## src/sv/psfu_pkg.sv

```systemverilog
// Package with the constants, codes, result type and byte swap of the frame unpacker.
`default_nettype none
package psfu_pkg;

    localparam int unsigned SAMPLE_W = 12;
    localparam int unsigned WORD_W   = 32;
    localparam int unsigned INDEX_W  = 6;
    localparam int unsigned CHAN_W   = 8;
    localparam int unsigned BUF_W    = 44;
    localparam int unsigned HELD_W   = 6;
    localparam int unsigned TOTAL_W  = 7;
    localparam int unsigned WPOS_W   = 4;
    localparam int unsigned SLOTS    = 3;
    localparam int unsigned SLOT_W   = 2;
    localparam int unsigned APB_ADDR_W = 3;
    localparam int unsigned APB_DATA_W = 32;

    localparam logic [INDEX_W-1:0] SAMPLES_PER_FRAME = 6'd40;
    localparam logic [WPOS_W-1:0]  TRAILER_POS       = 4'd15;

    localparam logic KIND_SAMPLE  = 1'b0;
    localparam logic KIND_TRAILER = 1'b1;

    localparam logic REG_LABEL_FIRST  = 1'b0;
    localparam logic REG_LABEL_SECOND = 1'b1;

    localparam logic [SAMPLE_W-1:0] LABEL_FIRST_RST  = 12'h000;
    localparam logic [SAMPLE_W-1:0] LABEL_SECOND_RST = 12'hfff;

    typedef struct packed {
        logic                item_kind;
        logic [SAMPLE_W-1:0] sample_value;
        logic [INDEX_W-1:0]  sample_index;
        logic                header_found;
        logic [INDEX_W-1:0]  header_start;
        logic [WORD_W-1:0]   frame_word;
        logic [CHAN_W-1:0]   channel_id;
        logic                frame_has_header;
    } t_result;

    function automatic logic [WORD_W-1:0] swap32(input logic [WORD_W-1:0] w);
        swap32 = {w[7:0], w[15:8], w[23:16], w[31:24]};
    endfunction

endpackage
`default_nettype wire

```

## src/sv/psfu_if.sv

```systemverilog
// Handshake interfaces for the raw bank words and the unpacked result words.
`default_nettype none
interface psfu_word_if;
    import psfu_pkg::*;
    logic              valid;
    logic              ready;
    logic [WORD_W-1:0] raw_word;
    logic              bank_start;

    modport source (output valid, output raw_word, output bank_start, input ready);
    modport sink   (input valid, input raw_word, input bank_start, output ready);
endinterface

interface psfu_res_if;
    import psfu_pkg::*;
    logic                valid;
    logic                ready;
    logic                item_kind;
    logic [SAMPLE_W-1:0] sample_value;
    logic [INDEX_W-1:0]  sample_index;
    logic                header_found;
    logic [INDEX_W-1:0]  header_start;
    logic [WORD_W-1:0]   frame_word;
    logic [CHAN_W-1:0]   channel_id;
    logic                frame_has_header;
    logic                last;

    modport source (output valid, output item_kind, output sample_value, output sample_index,
                    output header_found, output header_start, output frame_word,
                    output channel_id, output frame_has_header, output last, input ready);
    modport sink   (input valid, input item_kind, input sample_value, input sample_index,
                    input header_found, input header_start, input frame_word,
                    input channel_id, input frame_has_header, input last, output ready);
endinterface
`default_nettype wire

```

## src/sv/packed_sample_frame_unpacker.sv

```systemverilog
// Top level of the packed sample frame unpacker: input register, unpack logic and result buffer.
//
//   channel  | direction | word carries
//   ---------+-----------+-------------------------------------------------------------
//   i_in     | in        | raw_word, bank_start
//   o_out    | out       | item_kind, sample value/index, header flags, trailer, last
//   apb      | in/out    | label_first (0x0), label_second (0x4)
//
// A word is taken into the input register, unpacked into a buffer of up to three results,
// and these leave through the single result port one per cycle while the output is ready.
// A word is accepted while the buffer is still draining its last result. Reset is
// synchronous, clears framing and both stages and restores the label defaults.
// A stalled output holds its word and backs the input up through the input register.
`default_nettype none
module packed_sample_frame_unpacker (
    input  wire                               i_clk,
    input  wire                               i_rst_n,
    psfu_word_if.sink                         i_in,
    psfu_res_if.source                        o_out,
    input  wire                               psel,
    input  wire                               penable,
    input  wire                               pwrite,
    input  wire  [psfu_pkg::APB_ADDR_W-1:0]   paddr,
    input  wire  [psfu_pkg::APB_DATA_W-1:0]   pwdata,
    output logic [psfu_pkg::APB_DATA_W-1:0]   prdata,
    output logic                              pready
);
    import psfu_pkg::*;

    logic [SAMPLE_W-1:0] r_label_first;
    logic [SAMPLE_W-1:0] r_label_second;

    logic                r_in_valid;
    logic [WORD_W-1:0]   r_in_word;
    logic                r_in_start;

    logic [BUF_W-1:0]    r_buf,   n_buf;
    logic [HELD_W-1:0]   r_held,  n_held;
    logic [WPOS_W-1:0]   r_wpos,  n_wpos;
    logic [INDEX_W-1:0]  r_idx,   n_idx;
    logic                r_first, n_first;
    logic                r_hdr,   n_hdr;

    t_result             r_res [SLOTS];
    t_result             n_res [SLOTS];
    logic [SLOT_W-1:0]   r_cnt,   n_cnt;
    logic [SLOT_W-1:0]   r_sel;

    logic                out_fire;
    logic                load;
    logic                in_fire;
    logic                cfg_write;

    // Configuration port.
    assign pready    = 1'b1;
    assign cfg_write = psel && penable && pwrite;

    always_comb begin
        unique case (paddr[2])
            REG_LABEL_FIRST:  prdata = {{(APB_DATA_W-SAMPLE_W){1'b0}}, r_label_first};
            REG_LABEL_SECOND: prdata = {{(APB_DATA_W-SAMPLE_W){1'b0}}, r_label_second};
            default:          prdata = '0;
        endcase
    end

    always_ff @(posedge i_clk) begin
        if (!i_rst_n) begin
            r_label_first  <= LABEL_FIRST_RST;
            r_label_second <= LABEL_SECOND_RST;
        end else if (cfg_write) begin
            if (paddr[2] == REG_LABEL_FIRST) begin
                r_label_first <= pwdata[SAMPLE_W-1:0];
            end else begin
                r_label_second <= pwdata[SAMPLE_W-1:0];
            end
        end
    end

    // Handshakes.
    assign out_fire    = o_out.valid && o_out.ready;
    assign load        = r_in_valid && ((r_cnt == '0) || (r_cnt == 2'd1 && out_fire));
    assign i_in.ready  = !r_in_valid || load;
    assign in_fire     = i_in.valid && i_in.ready;

    always_ff @(posedge i_clk) begin
        if (!i_rst_n) begin
            r_in_valid <= 1'b0;
        end else if (in_fire) begin
            r_in_valid <= 1'b1;
        end else if (load) begin
            r_in_valid <= 1'b0;
        end
    end

    always_ff @(posedge i_clk) begin
        if (in_fire) begin
            r_in_word  <= swap32(i_in.raw_word);
            r_in_start <= i_in.bank_start;
        end
    end

    // Unpacking of one word into up to three results.
    always_comb begin
        logic [BUF_W-1:0]   buf_e;
        logic [HELD_W-1:0]  held_e;
        logic [WPOS_W-1:0]  wpos_e;
        logic [INDEX_W-1:0] idx_e;
        logic               first_e;
        logic               hdr_e;
        logic [47:0]        wide;
        logic [BUF_W-1:0]   merged;
        logic [TOTAL_W-1:0] total;
        logic [TOTAL_W-1:0] need;
        logic [TOTAL_W-1:0] pos;
        logic               ok;
        logic               found;
        logic [SAMPLE_W-1:0] s;
        logic [SLOT_W-1:0]  n;

        buf_e   = r_in_start ? '0 : r_buf;
        held_e  = r_in_start ? '0 : r_held;
        wpos_e  = r_in_start ? '0 : r_wpos;
        idx_e   = r_in_start ? '0 : r_idx;
        first_e = r_in_start ? 1'b0 : r_first;
        hdr_e   = r_in_start ? 1'b0 : r_hdr;

        wide   = {4'b0, buf_e} + ({16'b0, r_in_word} << held_e[3:0]);
        merged = wide[BUF_W-1:0];
        total  = {1'b0, held_e} + TOTAL_W'(WORD_W);

        n  = '0;
        ok = 1'b1;
        for (int k = 0; k < SLOTS; k++) begin
            n_res[k] = '0;
        end

        n_buf   = buf_e;
        n_held  = held_e;
        n_wpos  = wpos_e;
        n_idx   = idx_e;
        n_first = first_e;
        n_hdr   = hdr_e;

        if (wpos_e >= TRAILER_POS) begin
            n_res[0].item_kind        = KIND_TRAILER;
            n_res[0].frame_word       = r_in_word;
            n_res[0].channel_id       = r_in_word[WORD_W-1 -: CHAN_W];
            n_res[0].frame_has_header = hdr_e;
            n     = 2'd1;
            n_buf   = '0;
            n_held  = '0;
            n_wpos  = '0;
            n_idx   = '0;
            n_first = 1'b0;
            n_hdr   = 1'b0;
        end else begin
            n_wpos = wpos_e + 4'd1;
            for (int k = 0; k < SLOTS; k++) begin
                need  = TOTAL_W'(SAMPLE_W * (k + 1));
                pos   = {1'b0, idx_e} + TOTAL_W'(k);
                ok    = ok && (total >= need) && (pos < {1'b0, SAMPLES_PER_FRAME});
                s     = merged[SAMPLE_W*k +: SAMPLE_W];
                found = 1'b0;
                if (ok) begin
                    if (s == r_label_first) begin
                        n_first = 1'b1;
                    end else if (n_first && s == r_label_second) begin
                        found   = 1'b1;
                        n_hdr   = 1'b1;
                        n_first = 1'b0;
                    end else begin
                        n_first = 1'b0;
                    end
                    n_res[k].item_kind    = KIND_SAMPLE;
                    n_res[k].sample_value = s;
                    n_res[k].sample_index = pos[INDEX_W-1:0];
                    n_res[k].header_found = found;
                    n_res[k].header_start = found ? pos[INDEX_W-1:0] - 6'd1 : '0;
                    n = n + 2'd1;
                end
            end
            unique case (n)
                2'd0:    n_buf = merged;
                2'd1:    n_buf = merged >> SAMPLE_W;
                2'd2:    n_buf = merged >> (2 * SAMPLE_W);
                default: n_buf = merged >> (3 * SAMPLE_W);
            endcase
            n_held = HELD_W'(total - TOTAL_W'(SAMPLE_W) * {5'b0, n});
            n_idx  = idx_e + {4'b0, n};
        end
        n_cnt = n;
    end

    always_ff @(posedge i_clk) begin
        if (!i_rst_n) begin
            r_buf   <= '0;
            r_held  <= '0;
            r_wpos  <= '0;
            r_idx   <= '0;
            r_first <= 1'b0;
            r_hdr   <= 1'b0;
        end else if (load) begin
            r_buf   <= n_buf;
            r_held  <= n_held;
            r_wpos  <= n_wpos;
            r_idx   <= n_idx;
            r_first <= n_first;
            r_hdr   <= n_hdr;
        end
    end

    // Result buffer, drained one word per cycle while the output is ready.
    always_ff @(posedge i_clk) begin
        if (!i_rst_n) begin
            r_cnt <= '0;
            r_sel <= '0;
        end else if (load) begin
            r_cnt <= n_cnt;
            r_sel <= '0;
        end else if (out_fire) begin
            r_cnt <= r_cnt - 2'd1;
            r_sel <= r_sel + 2'd1;
        end
    end

    always_ff @(posedge i_clk) begin
        if (load) begin
            for (int k = 0; k < SLOTS; k++) begin
                r_res[k] <= n_res[k];
            end
        end
    end

    always_comb begin
        t_result cur;
        cur = (r_sel < SLOT_W'(SLOTS)) ? r_res[r_sel] : '0;
        o_out.valid            = (r_cnt != '0);
        o_out.item_kind        = cur.item_kind;
        o_out.sample_value     = cur.sample_value;
        o_out.sample_index     = cur.sample_index;
        o_out.header_found     = cur.header_found;
        o_out.header_start     = cur.header_start;
        o_out.frame_word       = cur.frame_word;
        o_out.channel_id       = cur.channel_id;
        o_out.frame_has_header = cur.frame_has_header;
        o_out.last             = (r_cnt == 2'd1);
    end

endmodule
`default_nettype wire
```

## src/flat_wrapper.sv

```systemverilog
// flat-port wrapper written by rule: the top's interface ports become plain ports
module packed_sample_frame_unpacker_flat import psfu_pkg::*;
  (i_clk, i_rst_n, psel, penable, pwrite, paddr, pwdata, prdata, pready, i_in_valid, i_in_raw_word, i_in_bank_start, i_in_ready, o_out_valid, o_out_item_kind, o_out_sample_value, o_out_sample_index, o_out_header_found, o_out_header_start, o_out_frame_word, o_out_channel_id, o_out_frame_has_header, o_out_last, o_out_ready);
  psfu_word_if i_in_i ();
  psfu_res_if o_out_i ();
  input  wire i_clk;
  input  wire i_rst_n;
  input  wire psel;
  input  wire penable;
  input  wire pwrite;
  input  wire  [psfu_pkg::APB_ADDR_W-1:0] paddr;
  input  wire  [psfu_pkg::APB_DATA_W-1:0] pwdata;
  output logic [psfu_pkg::APB_DATA_W-1:0] prdata;
  output logic pready;
  input wire logic [$bits(i_in_i.valid)-1:0] i_in_valid;
  input wire logic [$bits(i_in_i.raw_word)-1:0] i_in_raw_word;
  input wire logic [$bits(i_in_i.bank_start)-1:0] i_in_bank_start;
  output wire logic [$bits(i_in_i.ready)-1:0] i_in_ready;
  output wire logic [$bits(o_out_i.valid)-1:0] o_out_valid;
  output wire logic [$bits(o_out_i.item_kind)-1:0] o_out_item_kind;
  output wire logic [$bits(o_out_i.sample_value)-1:0] o_out_sample_value;
  output wire logic [$bits(o_out_i.sample_index)-1:0] o_out_sample_index;
  output wire logic [$bits(o_out_i.header_found)-1:0] o_out_header_found;
  output wire logic [$bits(o_out_i.header_start)-1:0] o_out_header_start;
  output wire logic [$bits(o_out_i.frame_word)-1:0] o_out_frame_word;
  output wire logic [$bits(o_out_i.channel_id)-1:0] o_out_channel_id;
  output wire logic [$bits(o_out_i.frame_has_header)-1:0] o_out_frame_has_header;
  output wire logic [$bits(o_out_i.last)-1:0] o_out_last;
  input wire logic [$bits(o_out_i.ready)-1:0] o_out_ready;
  assign i_in_i.valid = i_in_valid;
  assign i_in_i.raw_word = i_in_raw_word;
  assign i_in_i.bank_start = i_in_bank_start;
  assign i_in_ready = i_in_i.ready;
  assign o_out_valid = o_out_i.valid;
  assign o_out_item_kind = o_out_i.item_kind;
  assign o_out_sample_value = o_out_i.sample_value;
  assign o_out_sample_index = o_out_i.sample_index;
  assign o_out_header_found = o_out_i.header_found;
  assign o_out_header_start = o_out_i.header_start;
  assign o_out_frame_word = o_out_i.frame_word;
  assign o_out_channel_id = o_out_i.channel_id;
  assign o_out_frame_has_header = o_out_i.frame_has_header;
  assign o_out_last = o_out_i.last;
  assign o_out_i.ready = o_out_ready;
  packed_sample_frame_unpacker u_core (.i_clk(i_clk), .i_rst_n(i_rst_n), .i_in(i_in_i), .o_out(o_out_i), .psel(psel), .penable(penable), .pwrite(pwrite), .paddr(paddr), .pwdata(pwdata), .prdata(prdata), .pready(pready));
endmodule
```

## config.mk

```make
export PLATFORM = sky130hd
export DESIGN_NAME = packed_sample_frame_unpacker_flat
export DESIGN_NICKNAME = d
export VERILOG_FILES = /design/src/sv/psfu_pkg.sv /design/src/sv/psfu_if.sv /design/src/sv/packed_sample_frame_unpacker.sv /design/src/flat_wrapper.sv
export SDC_FILE = /design/constraint.sdc
export NUM_CORES = 1
export LEC_CHECK = 0
export BUFFER_PORTS_ARGS = -buffer_cell sky130_fd_sc_hd__buf_2
export CAP_MARGIN = 20
export CORE_ASPECT_RATIO = 0.7
export CORE_MARGIN = 2
export CORE_UTILIZATION = 52
export DETAILED_ROUTE_END_ITERATION = 10
export MAX_ROUTING_LAYER = met4
export PLACE_DENSITY = 0.68
export REMOVE_ABC_BUFFERS = 1
export SLEW_MARGIN = 10
export SYNTH_ARGS = -nofsm -noshare
export SYNTH_HDL_FRONTEND = slang
export SYNTH_SLANG_ARGS = --single-unit
```

## constraint.sdc

```tcl
create_clock -name i_clk -period 11.2 [get_ports i_clk]
set_input_delay 0.56 -clock i_clk [delete_from_list [all_inputs] [get_ports i_clk]]
set_output_delay 0.56 -clock i_clk [all_outputs]
set_load 0.05 [all_outputs]
```

==> impl_metrics.json <==
{
  "core_area_um2": 32100,
  "path_clk_slew_ns": 0.06,
  "grt_pass1_vias": 13400,
  "slowest_stage": "a211oi_2",
  "area_growth_pct": 9.26,
  "power_density_nw_per_um2": 176,
  "drt-total-wl_um": 56800,
  "leakage_nw": 7.59,
  "start_kind": "flop",
  "firstDrtPassIters": 7,
  "cts_hold_buf": 0,
  "die_w_um": 219,
  "synthFlopType": "edfxtp_1",
  "layout.cells.most_common": "nor2_1",
  "worst_ep_arrival_time_ns": 8.32,
  "drc": 0,
  "die_y_um": 154,
  "max_freq_mhz": 124,
  "postCtsSetupBuffers": 0,
  "r2r_start": "u_core.r_in_start",
  "ys_warn_count": 0,
  "final.period_utilization_pct": 71.8,
  "worst_pin_slew_ns": 1.22,
  "grt_util_all_layers_pct": 34.1,
  "rows": 55,
  "clock_skew_ns": 0.0125,
  "slowest_delay_ns": 1.00,
  "vias": 14800,
  "cts_resized": 0,
  "crit_path_cell_trace": "buf_4 -> nand2b_2 -> mux2i_1 -> mux2i_1 -> mux2i_1 -> ha_1 -> nand4_1 -> o211ai_1 -> a21oi_1 -> nor2_1 -> nand2_1 -> a211oi_2 -> xor2_1 -> or4_1 -> nor3_1 -> or4_1 -> nor2_1",
  "place_congestion": 1.06,
  "synth_area_leader_cell": "edfxtp_1",
  "report.power.total_mw": 3.23,
  "yosysSeqAreaShare_pct": 36.5,
  "rsz0062_at_grt": "no",
  "hold_start": "i_in_raw_word[13]",
  "layout_common_cells": "nor2_1 (182), nand2_1 (171), mux2i_1 (143)",
  "hold_path_class": "in -> reg",
  "clock_sinks": 235,
  "hpwl_um": 43100,
  "status": "finished clean",
  "antenna_found_initial": 1,
  "synthCells": 1879,
  "ios": 178,
  "async_reset_ff_share_pct": 0,
  "syn-cell-area_um2": 16800,
  "hold_viol": 0,
  "clk_path_buf_depth": 3,
  "ant_nets": 0,
  "path_class": "reg -> reg",
  "dieArea_um2": 33800,
  "period_needed_ns": 8.04,
  "viasPerCell": 6.22,
  "maxSlewViolCount": 0,
  "synth_top_cell_area_share_pct": 25.4,
  "clkLatencyLatePin_ns": 0.55,
  "cts_tree": "done",
  "grt_overflow": 0,
  "clk_root_buffer_cell": "clkbuf_16",
  "initial_core_util_pct": 52.4,
  "cts_made_buffers": 24,
  "cp_common_cell": "mux2i_1",
  "grt_pass1_wl_um": 84500,
  "cp_max_fo": 51,
  "ys_seq_elements": 235,
  "ir_drop_v": 0.000135,
  "setup_viol_count_final": 0,
  "cp.required_ns": 11.48,
  "finalSetupTns_ns": 0,
  "first_iter_violations": 1818,
  "drive_above_1_share_pct": 12.6,
  "routedWlPerCell_um": 23.9,
  "synth_area_leaders": "edfxtp_1 (25%), dfxtp_1 (11%), mux2i_1 (8.5%), ha_1 (4.4%), nor2_1 (4.1%)",
  "grt_max_degree": 71,
  "crit_path_end_kind": "flop",
  "synth_edf_count": 142,
  "crit_start": "u_core.r_in_start",
  "cap_viol_max_count": 0,
  "synth.distinct_cells": 92,
  "max_slew_margin_pct": 18.8,
  "h-tree-depth": 1,
  "fin_nets": 2066,
  "avgSynthCellArea_um2": 8.94,
  "port_buffers": 134
}
[path summary, 6_finish.rpt]
kind | cells past startpoint | slack, ns | endpoint
worst max-delay path | 17 | 3.16 | u_core.r_res[2][46]
worst min-delay path | 1 | 0.18 | u_core.r_in_word[21]
worst max register to register | 17 | 3.16 | u_core.r_res[2][46]
worst min register to register | 2 | 0.45 | u_core.r_buf[20]
[where the power goes]
part | total, mW | internal (mW) | switching [mW] | leakage, nW
registers | 1.10 | 1.04 | 0.0517 | 2.11
clock network | 0.815 | 0.452 | 0.363 | 0.371
logic | 1.32 | 0.363 | 0.959 | 5.11
[state kept, by name (all words and copies together) (netlist names), named ones only]
register / flops
u_core.r_buf: 44
u_core.r_cnt: 2
u_core.r_first: 1
u_core.r_hdr: 1
u_core.r_held: 6
u_core.r_idx: 6
u_core.r_in_start: 1
u_core.r_in_valid: 1
u_core.r_in_word: 32
u_core.r_label_first: 12
u_core.r_label_second: 12
u_core.r_res: 109
u_core.r_sel: 2
u_core.r_wpos: 4
[area by class of cell]
class                           instances  area [um^2]
Timing Repair Buffer                  159          858
Clock buffer                           31          678
Antenna cell                            1         2.50
Clock inverter                         13          104
Inverter                               40          153
Fill cell                            2942        13700
Tap cell                              427          534
Multi-Input combinational cell       1469         9890
Sequential cell                       235         6130
[synthesized netlist by cell type, drive strengths merged, types with 5 or more instances]
master  count
nand2     172
nor2      185
a21o       20
and4        5
a31oi       9
nor4        9
o221ai      8
a21oi     122
o21bai      5
dfxtp      93
inv        36
mux2       16
a22o       13
nor3       46
xnor3      11
nor3b       5
or4         5
a211o       8
and2       97
a22oi      11
xnor2      72
or2         6
o21ai      83
o211ai      9
nor2b      60
buf        62
and3       13
nand4b      6
a222oi     11
a211oi     15
or3         7
nand4      26
ha         59
edfxtp    142
clkbuf     92
nand2b     20
o21a        8
xor2       42
mux2i     143
o22ai      13
nand3      52
[routing by layer]
metal  GRT usage (%)  routed length, um  vias up
li1                -                  -     6806
met1            51.3              26200     7033
met2            43.6              21800      843
met3            11.2               7560       96
met4            6.89               1170        0
met5               -                  0        -
[stage by stage]
stage	std cells	hold slack (ns)	area, um^2	utilization [%]	setup WS, ns
finish	2375	0.183	18300	57.2	3.16
global route	2375	0.163	18300	57.2	3.14
CTS	2374	0.166	18300	57.2	3.73
detailed placement	2330	0.436	17600	54.8	3.76
global placement	2330	0.427	17600	54.8	3.91
floorplan	1744	0.415	16100	-	3.78
[cells by family (layout without fill, tap and decap cells)]
family	after synthesis	count (layout)	share of synthesized area, %
simple gates	721	721	21.4
fa+ha+maj	62	62	4.75
flops	235	235	36.5
xor+xnor	127	127	7.71
other cells	2	22	0.0447
buf+inv	194	243	5.19
compound gates	379	379	14.8
mux	159	159	9.60
[worst max-delay path, delay by kind of cell (launching register included)]
family	cells	cell delay (ns)
XOR/XNOR	1	0.15
buffers and inverters	1	0.50
flip-flops	1	0.32
AO/OA/AOI/OAI	3	1.78
multiplexers	3	0.86
AND/OR/NAND/NOR	8	3.50
adder cells (fa/ha/maj)	1	0.58
Power figures use the tool's default switching activity.
